==> src/rtl/core/ucfp_pkg.sv <==
// Shared types, sizes and character helpers for the credential form parser.
// No dependencies; imported by every module of the block.
package ucfp_pkg;

  localparam int NAME_MAX  = 32;
  localparam int PASS_MAX  = 64;
  localparam int TOKEN_LEN = 16;

  localparam int POS_W = 7;
  localparam int TOK_W = 5;

  localparam int QDEPTH = 2;
  localparam int QPTR_W = $clog2(QDEPTH);
  localparam int QCNT_W = $clog2(QDEPTH + 1);

  localparam logic [1:0] FLD_NAME  = 2'd0;
  localparam logic [1:0] FLD_PASS  = 2'd1;
  localparam logic [1:0] FLD_TOKEN = 2'd2;
  localparam logic [1:0] FLD_BAD   = 2'd3;

  localparam logic [7:0] CH_AMP   = 8'h26;
  localparam logic [7:0] CH_PCT   = 8'h25;
  localparam logic [7:0] CH_PLUS  = 8'h2b;
  localparam logic [7:0] CH_EQ    = 8'h3d;
  localparam logic [7:0] CH_SPACE = 8'h20;
  localparam logic [7:0] CH_DEL   = 8'h7f;
  localparam logic [7:0] CH_KEY_S = 8'h73;
  localparam logic [7:0] CH_KEY_P = 8'h70;
  localparam logic [7:0] CH_KEY_T = 8'h74;

  typedef struct packed {
    logic [7:0] data;
    logic       last;
    logic [1:0] key;
    logic       is_eq;
    logic       is_amp;
    logic       is_pct;
    logic       is_plus;
    logic       nib_ok;
    logic [3:0] nib;
  } item_t;

  function automatic logic is_hex(input logic [7:0] c);
    is_hex = (c >= 8'h30 && c <= 8'h39) || (c >= 8'h61 && c <= 8'h66) ||
             (c >= 8'h41 && c <= 8'h46);
  endfunction

  function automatic logic [3:0] nibble_of(input logic [7:0] c);
    logic [7:0] v;
    v = 8'h00;
    if (c >= 8'h30 && c <= 8'h39) v = c - 8'h30;
    else if (c >= 8'h61 && c <= 8'h66) v = c - 8'h57;
    else if (c >= 8'h41 && c <= 8'h46) v = c - 8'h37;
    nibble_of = v[3:0];
  endfunction

endpackage

==> src/rtl/core/ucfp_front.sv <==
// Front end: takes raw body bytes and classifies them for the parser.
// Depends on ucfp_pkg; feeds ucfp_queue.
module ucfp_front (
  input  logic          in_tvalid,
  output logic          in_tready,
  input  logic [7:0]    in_tdata,  // body_byte[7:0]
  input  logic          in_tlast,
  input  logic          q_full,
  output logic          q_push,
  output ucfp_pkg::item_t q_item
);
  import ucfp_pkg::*;

  logic [1:0] key;

  always_comb begin
    case (in_tdata)
      CH_KEY_S: key = FLD_NAME;
      CH_KEY_P: key = FLD_PASS;
      CH_KEY_T: key = FLD_TOKEN;
      default:  key = FLD_BAD;
    endcase
  end

  assign in_tready = !q_full;
  assign q_push    = in_tvalid && !q_full;

  always_comb begin
    q_item.data    = in_tdata;
    q_item.last    = in_tlast;
    q_item.key     = key;
    q_item.is_eq   = (in_tdata == CH_EQ);
    q_item.is_amp  = (in_tdata == CH_AMP);
    q_item.is_pct  = (in_tdata == CH_PCT);
    q_item.is_plus = (in_tdata == CH_PLUS);
    q_item.nib_ok  = is_hex(in_tdata);
    q_item.nib     = nibble_of(in_tdata);
  end

endmodule

==> src/rtl/core/ucfp_queue.sv <==
// Short queue of classified bytes between front end and parser back end.
// Depends on ucfp_pkg.
module ucfp_queue (
  input  logic            clk,
  input  logic            rst_n,
  input  logic            push,
  input  ucfp_pkg::item_t push_item,
  output logic            full,
  input  logic            pop,
  output logic            q_valid,
  output ucfp_pkg::item_t q_item
);
  import ucfp_pkg::*;

  item_t               mem_r [QDEPTH];
  logic [QPTR_W-1:0]   wr_ptr_r, wr_ptr_nxt;
  logic [QPTR_W-1:0]   rd_ptr_r, rd_ptr_nxt;
  logic [QCNT_W-1:0]   cnt_r, cnt_nxt;

  assign full    = (cnt_r == QCNT_W'(QDEPTH));
  assign q_valid = (cnt_r != '0);
  assign q_item  = mem_r[rd_ptr_r];

  always_comb begin
    wr_ptr_nxt = wr_ptr_r;
    rd_ptr_nxt = rd_ptr_r;
    cnt_nxt    = cnt_r;
    if (push) begin
      wr_ptr_nxt = (wr_ptr_r == QPTR_W'(QDEPTH - 1)) ? '0 : wr_ptr_r + 1'b1;
    end
    if (pop) begin
      rd_ptr_nxt = (rd_ptr_r == QPTR_W'(QDEPTH - 1)) ? '0 : rd_ptr_r + 1'b1;
    end
    if (push && !pop) cnt_nxt = cnt_r + 1'b1;
    else if (!push && pop) cnt_nxt = cnt_r - 1'b1;
  end

  always_ff @(posedge clk) begin
    if (!rst_n) begin
      wr_ptr_r <= '0;
      rd_ptr_r <= '0;
      cnt_r    <= '0;
    end else begin
      wr_ptr_r <= wr_ptr_nxt;
      rd_ptr_r <= rd_ptr_nxt;
      cnt_r    <= cnt_nxt;
    end
  end

  always_ff @(posedge clk) begin
    if (push) mem_r[wr_ptr_r] <= push_item;
  end

endmodule

==> src/rtl/core/ucfp_back.sv <==
// Back end: parser state, percent decoding, checks and the output register.
// Depends on ucfp_pkg; drains ucfp_queue.
module ucfp_back (
  input  logic            clk,
  input  logic            rst_n,
  input  logic            q_valid,
  input  ucfp_pkg::item_t q_item,
  output logic            q_pop,
  output logic            out_tvalid,
  input  logic            out_tready,
  output logic [15:0]     out_tdata,  // char_pos[5:0], char_value[7:0], accepted, pad
  output logic [2:0]      out_tuser,  // char_valid, field[1:0]
  output logic            out_tlast
);
  import ucfp_pkg::*;

  typedef enum logic [2:0] {
    PH_KEY = 3'b001,
    PH_EQ  = 3'b010,
    PH_VAL = 3'b100
  } phase_t;

  localparam logic [1:0] ESC_NONE = 2'd0;
  localparam logic [1:0] ESC_ONE  = 2'd1;
  localparam logic [1:0] ESC_TWO  = 2'd2;

  phase_t             phase_r, phase_nxt;
  logic [1:0]         field_r, field_nxt;
  logic [2:0]         seen_r, seen_nxt;
  logic [1:0]         esc_r, esc_nxt;
  logic [3:0]         high_r, high_nxt;
  logic [POS_W-1:0]   pos_r, pos_nxt;
  logic               name_ne_r, name_ne_nxt;
  logic [POS_W-1:0]   pass_len_r, pass_len_nxt;
  logic               all_hex_r, all_hex_nxt;
  logic [TOK_W-1:0]   tok_len_r, tok_len_nxt;
  logic               failed_r, failed_nxt;

  logic               out_valid_r, out_valid_nxt;
  logic               o_cv_r, o_cv_nxt;
  logic [1:0]         o_field_r, o_field_nxt;
  logic [5:0]         o_pos_r, o_pos_nxt;
  logic [7:0]         o_char_r, o_char_nxt;
  logic               o_done_r, o_done_nxt;
  logic               o_acc_r, o_acc_nxt;

  logic               have;
  logic [7:0]         c;
  logic [3:0]         seen_ext;
  logic [POS_W-1:0]   limit;
  logic               end_ok, pass_ok;

  assign q_pop    = q_valid && (!out_valid_r || out_tready);
  assign seen_ext = {1'b1, seen_r};

  always_comb begin
    case (field_r)
      FLD_NAME: limit = POS_W'(NAME_MAX);
      FLD_PASS: limit = POS_W'(PASS_MAX);
      default:  limit = POS_W'(TOKEN_LEN);
    endcase
  end

  always_comb begin
    phase_nxt    = phase_r;
    field_nxt    = field_r;
    seen_nxt     = seen_r;
    esc_nxt      = esc_r;
    high_nxt     = high_r;
    pos_nxt      = pos_r;
    name_ne_nxt  = name_ne_r;
    pass_len_nxt = pass_len_r;
    all_hex_nxt  = all_hex_r;
    tok_len_nxt  = tok_len_r;
    failed_nxt   = failed_r;
    have         = 1'b0;
    c            = 8'h00;
    o_cv_nxt     = 1'b0;
    o_field_nxt  = 2'd0;
    o_pos_nxt    = 6'd0;
    o_char_nxt   = 8'h00;

    if (!failed_r) begin
      case (phase_r)
        PH_KEY: begin
          if (seen_ext[q_item.key]) begin
            failed_nxt = 1'b1;
          end else begin
            seen_nxt  = seen_r | (3'b001 << q_item.key);
            field_nxt = q_item.key;
            phase_nxt = PH_EQ;
          end
        end
        PH_EQ: begin
          if (q_item.is_eq) begin
            phase_nxt = PH_VAL;
            pos_nxt   = '0;
            esc_nxt   = ESC_NONE;
          end else begin
            failed_nxt = 1'b1;
          end
        end
        PH_VAL: begin
          if (esc_r == ESC_ONE) begin
            if (!q_item.nib_ok) failed_nxt = 1'b1;
            else begin
              high_nxt = q_item.nib;
              esc_nxt  = ESC_TWO;
            end
          end else if (esc_r == ESC_TWO) begin
            if (!q_item.nib_ok) failed_nxt = 1'b1;
            else begin
              c       = {high_r, q_item.nib};
              esc_nxt = ESC_NONE;
              have    = 1'b1;
            end
          end else if (q_item.is_amp) begin
            phase_nxt = PH_KEY;
          end else if (q_item.is_pct) begin
            esc_nxt = ESC_ONE;
          end else begin
            c    = q_item.is_plus ? CH_SPACE : q_item.data;
            have = 1'b1;
          end
        end
        default: failed_nxt = 1'b1;
      endcase

      if (have) begin
        if (c < CH_SPACE || c == CH_DEL || pos_r >= limit) begin
          failed_nxt = 1'b1;
        end else begin
          o_cv_nxt    = 1'b1;
          o_field_nxt = field_r;
          o_pos_nxt   = pos_r[5:0];
          o_char_nxt  = c;
          case (field_r)
            FLD_NAME: name_ne_nxt = 1'b1;
            FLD_PASS: begin
              pass_len_nxt = pos_r + 1'b1;
              if (!is_hex(c)) all_hex_nxt = 1'b0;
            end
            default:  tok_len_nxt = TOK_W'(pos_r + 1'b1);
          endcase
          pos_nxt = pos_r + 1'b1;
        end
      end
    end

    end_ok  = (phase_nxt == PH_KEY) || (phase_nxt == PH_VAL && esc_nxt == ESC_NONE);
    pass_ok = (pass_len_nxt == '0) ||
              (pass_len_nxt >= POS_W'(8) && pass_len_nxt < POS_W'(PASS_MAX)) ||
              (pass_len_nxt == POS_W'(PASS_MAX) && all_hex_nxt);
    o_done_nxt = q_item.last;
    o_acc_nxt  = q_item.last && !failed_nxt && end_ok && (seen_nxt == 3'b111) &&
                 name_ne_nxt && (tok_len_nxt == TOK_W'(TOKEN_LEN)) && pass_ok;

    if (q_item.last) begin
      phase_nxt    = PH_KEY;
      field_nxt    = FLD_NAME;
      seen_nxt     = '0;
      esc_nxt      = ESC_NONE;
      high_nxt     = '0;
      pos_nxt      = '0;
      name_ne_nxt  = 1'b0;
      pass_len_nxt = '0;
      all_hex_nxt  = 1'b1;
      tok_len_nxt  = '0;
      failed_nxt   = 1'b0;
    end
  end

  always_comb begin
    if (q_pop) out_valid_nxt = 1'b1;
    else if (out_tready) out_valid_nxt = 1'b0;
    else out_valid_nxt = out_valid_r;
  end

  always_ff @(posedge clk) begin
    if (!rst_n) begin
      phase_r     <= PH_KEY;
      field_r     <= FLD_NAME;
      seen_r      <= '0;
      esc_r       <= ESC_NONE;
      high_r      <= '0;
      pos_r       <= '0;
      name_ne_r   <= 1'b0;
      pass_len_r  <= '0;
      all_hex_r   <= 1'b1;
      tok_len_r   <= '0;
      failed_r    <= 1'b0;
      out_valid_r <= 1'b0;
    end else begin
      out_valid_r <= out_valid_nxt;
      if (q_pop) begin
        phase_r    <= phase_nxt;
        field_r    <= field_nxt;
        seen_r     <= seen_nxt;
        esc_r      <= esc_nxt;
        high_r     <= high_nxt;
        pos_r      <= pos_nxt;
        name_ne_r  <= name_ne_nxt;
        pass_len_r <= pass_len_nxt;
        all_hex_r  <= all_hex_nxt;
        tok_len_r  <= tok_len_nxt;
        failed_r   <= failed_nxt;
      end
    end
  end

  always_ff @(posedge clk) begin
    if (q_pop) begin
      o_cv_r    <= o_cv_nxt;
      o_field_r <= o_field_nxt;
      o_pos_r   <= o_pos_nxt;
      o_char_r  <= o_char_nxt;
      o_done_r  <= o_done_nxt;
      o_acc_r   <= o_acc_nxt;
    end
  end

  assign out_tvalid = out_valid_r;
  assign out_tdata  = {1'b0, o_acc_r, o_char_r, o_pos_r};
  assign out_tuser  = {o_field_r, o_cv_r};
  assign out_tlast  = o_done_r;

  a_end_resets: assert property (@(posedge clk) disable iff (!rst_n)
    q_pop && q_item.last |=> phase_r == PH_KEY && seen_r == '0 && !failed_r)
    else $error("parser state not cleared after final byte");

  a_fail_sticky: assert property (@(posedge clk) disable iff (!rst_n)
    failed_r && !(q_pop && q_item.last) |=> failed_r)
    else $error("error flag dropped within a body");

  a_no_char_after_fail: assert property (@(posedge clk) disable iff (!rst_n)
    q_pop && failed_r |=> !o_cv_r)
    else $error("character emitted after error");

  a_accept_only_done: assert property (@(posedge clk) disable iff (!rst_n)
    out_valid_r && !o_done_r |-> !o_acc_r)
    else $error("acceptance flagged before final byte");

endmodule

==> src/rtl/core/urlencoded_credential_form_parser.sv <==
// Top level of the URL-encoded credential form parser.
// Depends on ucfp_pkg, ucfp_front, ucfp_queue and ucfp_back.
//
// Takes one raw body byte per transfer (in_tlast on the final byte) and gives
// exactly one result transfer per byte: a decoded value character tagged with
// field and position when char_valid is set, and on the final byte the
// acceptance verdict with out_tlast. Throughput is one byte per cycle while
// out_tready stays high; the result for a byte is written into the two-entry
// queue, then parsed into the output register and offered on the output.
// The output register lets the next byte be taken while a result still
// waits; backpressure reaches in_tready once the queue fills.
module urlencoded_credential_form_parser (
  input  logic        clk,
  input  logic        rst_n,
  input  logic        in_tvalid,
  output logic        in_tready,
  input  logic [7:0]  in_tdata,   // body_byte[7:0]
  input  logic        in_tlast,   // last
  output logic        out_tvalid,
  input  logic        out_tready,
  output logic [15:0] out_tdata,  // char_pos[5:0], char_value[13:6], accepted[14], zero[15]
  output logic [2:0]  out_tuser,  // char_valid[0], field[2:1]
  output logic        out_tlast   // done_res
);
  import ucfp_pkg::*;

  item_t push_item;
  item_t q_item;
  logic  push, full, pop, q_valid;

  ucfp_front u_front (
    .in_tvalid (in_tvalid),
    .in_tready (in_tready),
    .in_tdata  (in_tdata),
    .in_tlast  (in_tlast),
    .q_full    (full),
    .q_push    (push),
    .q_item    (push_item)
  );

  ucfp_queue u_queue (
    .clk       (clk),
    .rst_n     (rst_n),
    .push      (push),
    .push_item (push_item),
    .full      (full),
    .pop       (pop),
    .q_valid   (q_valid),
    .q_item    (q_item)
  );

  ucfp_back u_back (
    .clk        (clk),
    .rst_n      (rst_n),
    .q_valid    (q_valid),
    .q_item     (q_item),
    .q_pop      (pop),
    .out_tvalid (out_tvalid),
    .out_tready (out_tready),
    .out_tdata  (out_tdata),
    .out_tuser  (out_tuser),
    .out_tlast  (out_tlast)
  );

endmodule
==> config.mk <==
export PLATFORM = sky130hd
export DESIGN_NAME = urlencoded_credential_form_parser
export DESIGN_NICKNAME = d
export VERILOG_FILES = /design/src/rtl/core/ucfp_pkg.sv /design/src/rtl/core/ucfp_front.sv /design/src/rtl/core/ucfp_queue.sv /design/src/rtl/core/ucfp_back.sv /design/src/rtl/core/urlencoded_credential_form_parser.sv
export SDC_FILE = /design/constraint.sdc
export NUM_CORES = 1
export LEC_CHECK = 0
export BUFFER_PORTS_ARGS = -buffer_cell sky130_fd_sc_hd__buf_2
export CAP_MARGIN = 20
export CORE_MARGIN = 4
export CORE_UTILIZATION = 35
export DETAILED_ROUTE_END_ITERATION = 6
export GPL_TIMING_DRIVEN = 0
export PLACE_DENSITY = 0.54
export SYNTH_ARGS = -nofsm -noshare
export SYNTH_HDL_FRONTEND = slang
export SYNTH_HIERARCHICAL = 1
export SYNTH_SLANG_ARGS = --single-unit
==> constraint.sdc <==
create_clock -name clk -period 4.35 [get_ports clk]
set_input_delay 0.6525 -clock clk [delete_from_list [all_inputs] [get_ports clk]]
set_output_delay 0.6525 -clock clk [all_outputs]
set_load 0.01 [all_outputs]
## Word level (Yosys, flattened, before mapping)

Memory sizes are Yosys's and may differ from the RTL's. A register that Yosys moved wholly into a read port is not among the register bits.
Cells that the tools add are included.

| word-level totals | value |
|---|---|
| output and inout port bits | 22 |
| input port bits | 13 |
| RAM bits | 40 |
| memories kept | 1 |
| register bits | 60 |

| cells by class | value |
|---|---|
| eq/ne operators | 22 |
| $add $sub $neg | 8 |
| shifts and indexed selects | 1 |
| bitwise gates (word level) | 2 |
| $lt $le $gt $ge | 17 |
| multiplexer cells | 101 |
| reduce and logical (&&, ||, !) cells | 50 |

Memories:

| name | depth | width | read ports | clocked after Yosys merged registers in | write ports | line | text |
|---|---|---|---|---|---|---|---|
| u_queue.mem_r | 2 | 20 | 1 | 1 | 1 | ucfp_queue.sv:15 | `item_t mem_r [QDEPTH];` |

Operator list:

| operator | count |
|---|---|
| two-way mux 7 bit | 11 |
| two-way mux 8 bit | 8 |
| two-way mux 1 bit | 37 |
| two-way mux 3 bit | 11 |
| == test 8 x 6 -> 1 bit, second input constant | 4 |
| == test 8 x 7 -> 1 bit, second input constant | 4 |
| greater-or-equal comparator 8 x 7 -> 1 bit, second input constant | 4 |
| less-or-equal comparator 8 x 7 -> 1 bit, second input constant | 4 |
| two-way mux 4 bit | 8 |
| two-way mux 2 bit | 15 |
| two-way mux 5 bit | 5 |
| logical AND 1 bit | 19 |
| greater-or-equal comparator 8 x 6 -> 1 bit, second input constant | 2 |
| less-or-equal comparator 8 x 6 -> 1 bit, second input constant | 2 |
| one-hot mux 7 bit (2 select lines) | 1 |
| nonzero test 2 bit | 7 |
| logical OR 1 bit | 10 |
| == test 3 bit, second input constant | 3 |
| one-hot mux 3 bit (3 select lines) | 1 |
| < comparator 8 x 6 -> 1 bit, second input constant | 1 |
| subtractor 4 x 3 -> 4 bit, second input constant | 2 |
| adder 7 x 1 -> 7 bit, second input constant | 1 |
| == test 7 bit, second input constant | 1 |
| greater-or-equal comparator 7 x 4 -> 1 bit, second input constant | 1 |
| other kinds (28) | 39 |

## Longest topological paths before layout

Gate-level depths: netlist (run 1).

| depth | value |
|---|---|
| depth after elaboration | 20 |
| depth in mapped cells | 14 |
| gate-level depth less buffers | 11 |

## Modules after synthesis

Netlist (run 1), hierarchy kept.

Modules (own cells, without submodules):

| module | sequential area each (um^2) | area an instance (um^2) | instances | cells an instance |
|---|---|---|---|---|
| ucfp_back | 1311.3 | 3200.6 | 1 | 354 |
| ucfp_queue | 1301.2 | 1657.8 | 1 | 84 |
| ucfp_front | 0.0 | 426.7 | 1 | 58 |

## Worst setup path after synthesis (run 1)

Ideal clock, no wire load.

| timing path | value |
|---|---|
| path kind | reg2reg |
| start point | register with a tool-made name |
| end point | register u_back.o_acc_r (data pin) |
| setup slack | 1.222 ns |
| buffers on the path | 3 |
| stages on the path, launching flop included | 13 |
| arrival | 2.868 ns |
| path through | dfxtp_1 > buf_2 > mux2_2 > or2_1 > o32a_1 > a311oi_2 > nand3_2 > or2_1 > buf_6 > inv_6 > buf_8 > nand2_4 > o311a_1 |

RTL lines:

| item | line | text |
|---|---|---|
| to (signal assigned) | ucfp_back.sv:218 | `o_acc_r <= o_acc_nxt;` |
| to (decl) | ucfp_back.sv:45 | `logic o_acc_r, o_acc_nxt;` |

==> flow_metrics.tcl, run 1 <==
set metrics [dict create \
    hold_depth 2 \
    hold_buffers 0 \
    async_flop_share_pct 0 \
    core_area_mm2 0.01464 \
    slew_violations 0 \
    start_kind "flip-flop" \
    setup_violations 0 \
    tightest_slew_ns 0.9356 \
    placement.io_buffers 32 \
    ys.warnings.count 6 \
    final_common_cell "edfxtp_1" \
    rsz0062_at_grt "no" \
    dp_slack_ns 0.8730 \
    post_cts.resized_instances 0 \
    syn_to_final_growth_pct 13.80 \
    synth_nets 519 \
    crit_type "reg -> reg" \
    status "finished, final reports clean" \
    crit_chain "buf_2 > mux2_2 > or3b_1 > nor4_1 > o22ai_1 > nor4_4 > nor3b_4 > nand3b_1 > a221oi_1 > o311a_1" \
    ys_seq_area_share_pct 49.43 \
    gp_congestion 0.8413 \
    grt.total_usage_pct 14.33 \
    dp_hpwl_um 8606 \
    clk_latency_ns 0.34 \
    die_area_mm2 0.01713 \
    cpMaxStageDelayCell "nor4_4" \
    postCtsSetupBuffers 0 \
    grt_pass1_vias 3647 \
    yosys.cell_types.count 77 \
    clock_skew_ns 0.009464 \
    grt_max_degree 31 \
    slowest_delay_ns 0.50 \
    avgSynthCellArea_um2 10.66 \
    tns_ns 0 \
    relSlewSlack_pct 37.63 \
    total_power_mw 2.826 \
    vias 3869 \
    placed_cells 713 \
    fin_ws_ns 0.8613 \
    grt_pass1_wl_um 19190 \
    via_per_inst 5.307 \
    max_freq_mhz 286.6 \
    p_per_area_mw_per_mm2 469.8 \
    min_period_ns 3.489 \
    hold_violations 0 \
    drtAntennaViolNets 0 \
    dieWidth_um 130.9 \
    clock-sinks 101 \
    antenna_cells 0 \
    nets 563 \
    route.detailed.drc 0 \
    synth_edf_count 59 \
    holdWs_ns 0.4716 \
    critPathMaxFanout 10 \
    drt-wirelength-per-cell_um 16.14 \
    ys_seq_elements 101 \
    overflow 0 \
    cts_buffer_depth 2 \
    clk_pin_slew_ns 0.07 \
    required_ns 4.55 \
    reg2reg_slack_ns 0.86 \
    numCtsBuffers 9 \
    htreeDepth 3 \
    io_pins 35 \
    die_h_um 130.9 \
    reg2reg_depth 10 \
    cp.arrival_ns 3.69 \
    start_util_pct 36.09 \
    cts_tree "built" \
    maxCapViolations 0 \
    syn_inst 496 \
    cts_root_buf "clkbuf_16" \
    fin_cells 729 \
    first_pass_iters 5 \
    setup.worst_path.end_class "flip-flop" \
    p_leak_nw 2.120 \
    finalCritPeriodShare_pct 80.20 \
    routed_wirelength_um 11760 \
    ir_worst_vdd_mv 0.1827 \
    antenna_found_initial 0 \
    rows 44 \
    syn_area_mm2 0.005285 \
    first_iter_violations 213 \
    hp-class "reg -> reg" \
    most-common-layout-cells "59 x edfxtp_1, 44 x nor2_1, 42 x dfxtp_1" \
    synth_ff_type "edfxtp_1" \
    layout-drive-gt1-share_pct 21.10 \
]
==> metal layers <==
metal / part of all wire (%) / wire length (um) / GRT usage (%)
met1: 47 / 5548 / 19.71
met2: 47 / 5554 / 22.97
met3: 4.3 / 506 / 2.154
met4: 1.3 / 154 / 5.263
met5: 0 / 0 / 0
==> metrics by stage <==
stage / cell area, um2 / util (%)
floorplan: 5285 / -
finish: 6015 / 41.07
global route: 6015 / 41.07
global placement: 5675 / 38.76
detailed placement: 5694 / 38.88
CTS: 6015 / 41.07
==> worst paths after layout <==
check	from	end
hold reg to reg	u_back/name_ne_r$_SDFFE_PN0P_	u_back/name_ne_r$_SDFFE_PN0P_
setup / recovery	flip-flop	u_back/o_acc_r$_DFFE_PP_
setup reg to reg	flip-flop	u_back/o_acc_r$_DFFE_PP_
hold / removal	u_back/name_ne_r$_SDFFE_PN0P_	u_back/name_ne_r$_SDFFE_PN0P_
==> critical path, delay by kind of cell, from the launching register on <==
kind | cells | cell delay, ns
buf+inv | 1 | 0.25
simple gates | 5 | 1.55
compound gates | 3 | 0.79
mux | 1 | 0.44
flops | 1 | 0.32
==> final cells by class <==
| type | instances | area (um2) |
|---|---|---|
| clock inverter | 4 | 52.55 |
| fill | 1403 | 8630 |
| clock buffer | 12 | 267.8 |
| buffer | 31 | 193.9 |
| inverter | 21 | 83.83 |
| sequential | 101 | 2613 |
| multi-input combinational | 343 | 2399 |
| timing repair buffer | 33 | 175.2 |
| tap | 184 | 230.2 |
==> cell families after synthesis <==
logic type / after synthesis / share of synthesized area [%]
simple gates: 194 / 21.59
compound gates: 105 / 14.73
flops: 101 / 49.43
buf+inv: 52 / 5.232
mux: 24 / 5.090
fa+ha+maj: 10 / 2.367
xor+xnor: 9 / 1.492
other cells: 1 / 0.07095
==> flip-flops by register name, summed over array words and instances (netlist names), 3 cells and up, named ones only <==
signal             cells
u_queue/mem_r         40
u_back/o_char_r        8
u_back/pass_len_r      7
u_back/pos_r           7
u_back/o_pos_r         6
u_back/tok_len_r       5
u_back/high_r          4
u_back/phase_r         3
u_back/seen_r          3
==> Yosys cell counts, types with 11 or more instances <==
master | n | share of area (%)
mux2_2 | 23 | 4.9
nor2_1 | 44 | 3.1
and2_1 | 13 | 1.5
nand2_1 | 23 | 1.6
buf_4 | 12 | 1.7
clkbuf_1 | 11 | 0.78
dfxtp_1 | 42 | 16
a21oi_1 | 13 | 1.2
o21ai_0 | 14 | 1.3
nor2b_1 | 32 | 3.8
edfxtp_1 | 59 | 34
a22oi_1 | 19 | 2.7
inv_1 | 20 | 1.4
==> power breakdown <==
group	leakage [nW]	switching [mW]	internal, mW
Sequential	0.895	0.0431	1.18
Clock	0.159	0.344	0.500
Combinational	1.07	0.479	0.274
Total	2.12	0.867	1.96
Power figures use the tool's default switching activity.
==> run 2, diff against run 1 <==
==> constraint.sdc (replaced) <==
create_clock -name clk -period 3.52 [get_ports clk]
set_input_delay 0.528 -clock clk [delete_from_list [all_inputs] [get_ports clk]]
set_output_delay 0.528 -clock clk [all_outputs]
set_load 0.01 [all_outputs]
==> run 2 against run 1 <==
  * Maximum frequency is 5.0% higher
  * Register-to-register slack worse by 0.67 ns
  * Via count is 0.28% higher
  * Highest routed layer unchanged
==> flow_metrics.tcl, run 2 (synthesis results as in run 1) <==
set metrics [dict create \
    status "finished, final reports clean" \
    ir_worst_vdd_mv 0.2301 \
    largest_register_ffs 40 \
    antenna_found_initial 0 \
    placement.io_buffers 32 \
    start_util_pct 36.09 \
    cts_root_buf "clkbuf_16" \
    largest-register "u_queue/mem_r" \
    min_period_ns 3.324 \
    grt_max_degree 31 \
    start_kind "flip-flop" \
    core_area_mm2 0.01464 \
    grt-busiest-layer "met2" \
    tns_ns 0 \
    p_per_area_mw_per_mm2 580.5 \
    vias 3880 \
    rsz0062_at_grt "no" \
    setup_violations 0 \
    numCtsBuffers 9 \
    routed_wirelength_um 11830 \
    maxCapViolations 0 \
    finalCritPeriodShare_pct 94.44 \
    setup.worst_path.end_class "flip-flop" \
    clk_pin_slew_ns 0.07 \
    hold_buffers 0 \
    drt-wirelength-per-cell_um 16.18 \
    gp_congestion 0.8413 \
    rows 44 \
    dp_hpwl_um 8606 \
    hp-class "in -> reg" \
    nets 565 \
    grt_util_met2_pct 22.97 \
    syn_to_final_growth_pct 14.28 \
    globalRouteMet1Util_pct 19.71 \
    reg_top3 "u_queue/mem_r: 40 flops, u_back/o_char_r: 8 flops" \
    grt_pass1_vias 3647 \
    hold_violations 0 \
    cts_buffer_depth 2 \
    overflow 0 \
    die_area_mm2 0.01713 \
    clock_skew_ns 0.009091 \
    max_freq_mhz 300.8 \
    htreeDepth 3 \
    required_ns 3.61 \
    first_iter_violations 235 \
    route.detailed.drc 0 \
    grt.total_usage_pct 14.33 \
    p_leak_nw 2.135 \
    layout-drive-gt1-share_pct 21.57 \
    relSlewSlack_pct 37.54 \
    final_common_cell "edfxtp_1" \
    grt_pass1_wl_um 19190 \
    clk_latency_ns 0.34 \
    antenna_cells 0 \
    die_h_um 130.9 \
    critPathMaxFanout 10 \
    tightest_slew_ns 0.9368 \
    most-common-layout-cells "59 x edfxtp_1, 44 x nor2_1, 42 x dfxtp_1" \
    placed_cells 713 \
    first_pass_iters 4 \
    crit_type "reg -> reg" \
    cts_tree "built" \
    via_per_inst 5.308 \
    use_met3_pct 2.154 \
    cp.arrival_ns 3.41 \
    io_pins 35 \
    drtAntennaViolNets 0 \
    clock-sinks 101 \
    dieWidth_um 130.9 \
    fin_cells 731 \
    slew_violations 0 \
]
run 2: changes by cell type in the layout (fill, tap and decap cells not counted):
| cell | before | now |
|---|---|---|
| buf_4 | 12 | 15 |
| buf_2 | 36 | 35 |
| mux2_2 | 23 | 22 |
| mux2_4 | 0 | 1 |
| o21ai_1 | 3 | 2 |
| o21ai_2 | 0 | 1 |
run 2: final timing paths:
| path | startpoint | end | slack, ns | cells after the start |
|---|---|---|---|---|
| setup / recovery | flip-flop | u_back/o_acc_r$_DFFE_PP_ | 0.20 | 12 |
| hold / removal | in_tlast | u_queue/mem_r[0][11]$_DFFE_PP_ | 0.37 | 1 |
| setup reg to reg | flip-flop | u_back/o_acc_r$_DFFE_PP_ | 0.20 | 12 |
| hold reg to reg | u_back/name_ne_r$_SDFFE_PN0P_ | u_back/name_ne_r$_SDFFE_PN0P_ | 0.47 | 2 |
run 2: layer usage:
metal,share of wire [%],vias to the layer above
li1,-,1913
met1,47,1851
met2,47,97
met3,4.3,19
met4,1.7,0
met5,0,-
run 2: final cells by class:
cell class / count / area, um2
Fill cell: 1400 / 8605
Tap cell: 184 / 230.2
Clock inverter: 4 / 52.55
Multi-Input combinational cell: 343 / 2406
Buffer: 31 / 196.4
Timing Repair Buffer: 35 / 190.2
Clock buffer: 12 / 267.8
Inverter: 21 / 83.83
Sequential cell: 101 / 2613
run 2: stage by stage:
step | power, mW | hold WS, ns | util [%] | setup WS [ns] | cell area, um2
after floorplan | 2.167 | 0.4376 | - | 0.3916 | 5285
after global placement | 2.467 | 0.4529 | 38.76 | 0.03629 | 5675
after detailed placement | 2.483 | 0.4551 | 38.88 | 0.04299 | 5694
after CTS | 3.538 | 0.3608 | 41.07 | 0.007431 | 6015
after global routing | 3.692 | 0.3667 | 41.24 | 0.01227 | 6040
final | 3.506 | 0.3712 | 41.24 | 0.1959 | 6040
run 2: what timing repair did:
item	CTS	global route
endpoints found under the setup margin	0	25
resized for setup	0	4
buffers inserted	0	2
run 2: power by group:
group	internal [mW]	total, mW	switching [mW]
sequential	1.46	1.52	0.0539
combinational	0.345	0.943	0.598
clock	0.618	1.05	0.427
run 2: critical path: stages, from the launching register on:
cell and delay [ns]:
dfxtp_1 0.32, buf_4 0.19, mux2_2 0.41, or2_1 0.27
o32a_1 0.36, a311oi_2 0.28, nand3_2 0.20, or2_1 0.26
buf_6 0.16, inv_6 0.07, buf_8 0.12, nand2_4 0.05
o311a_1 0.36
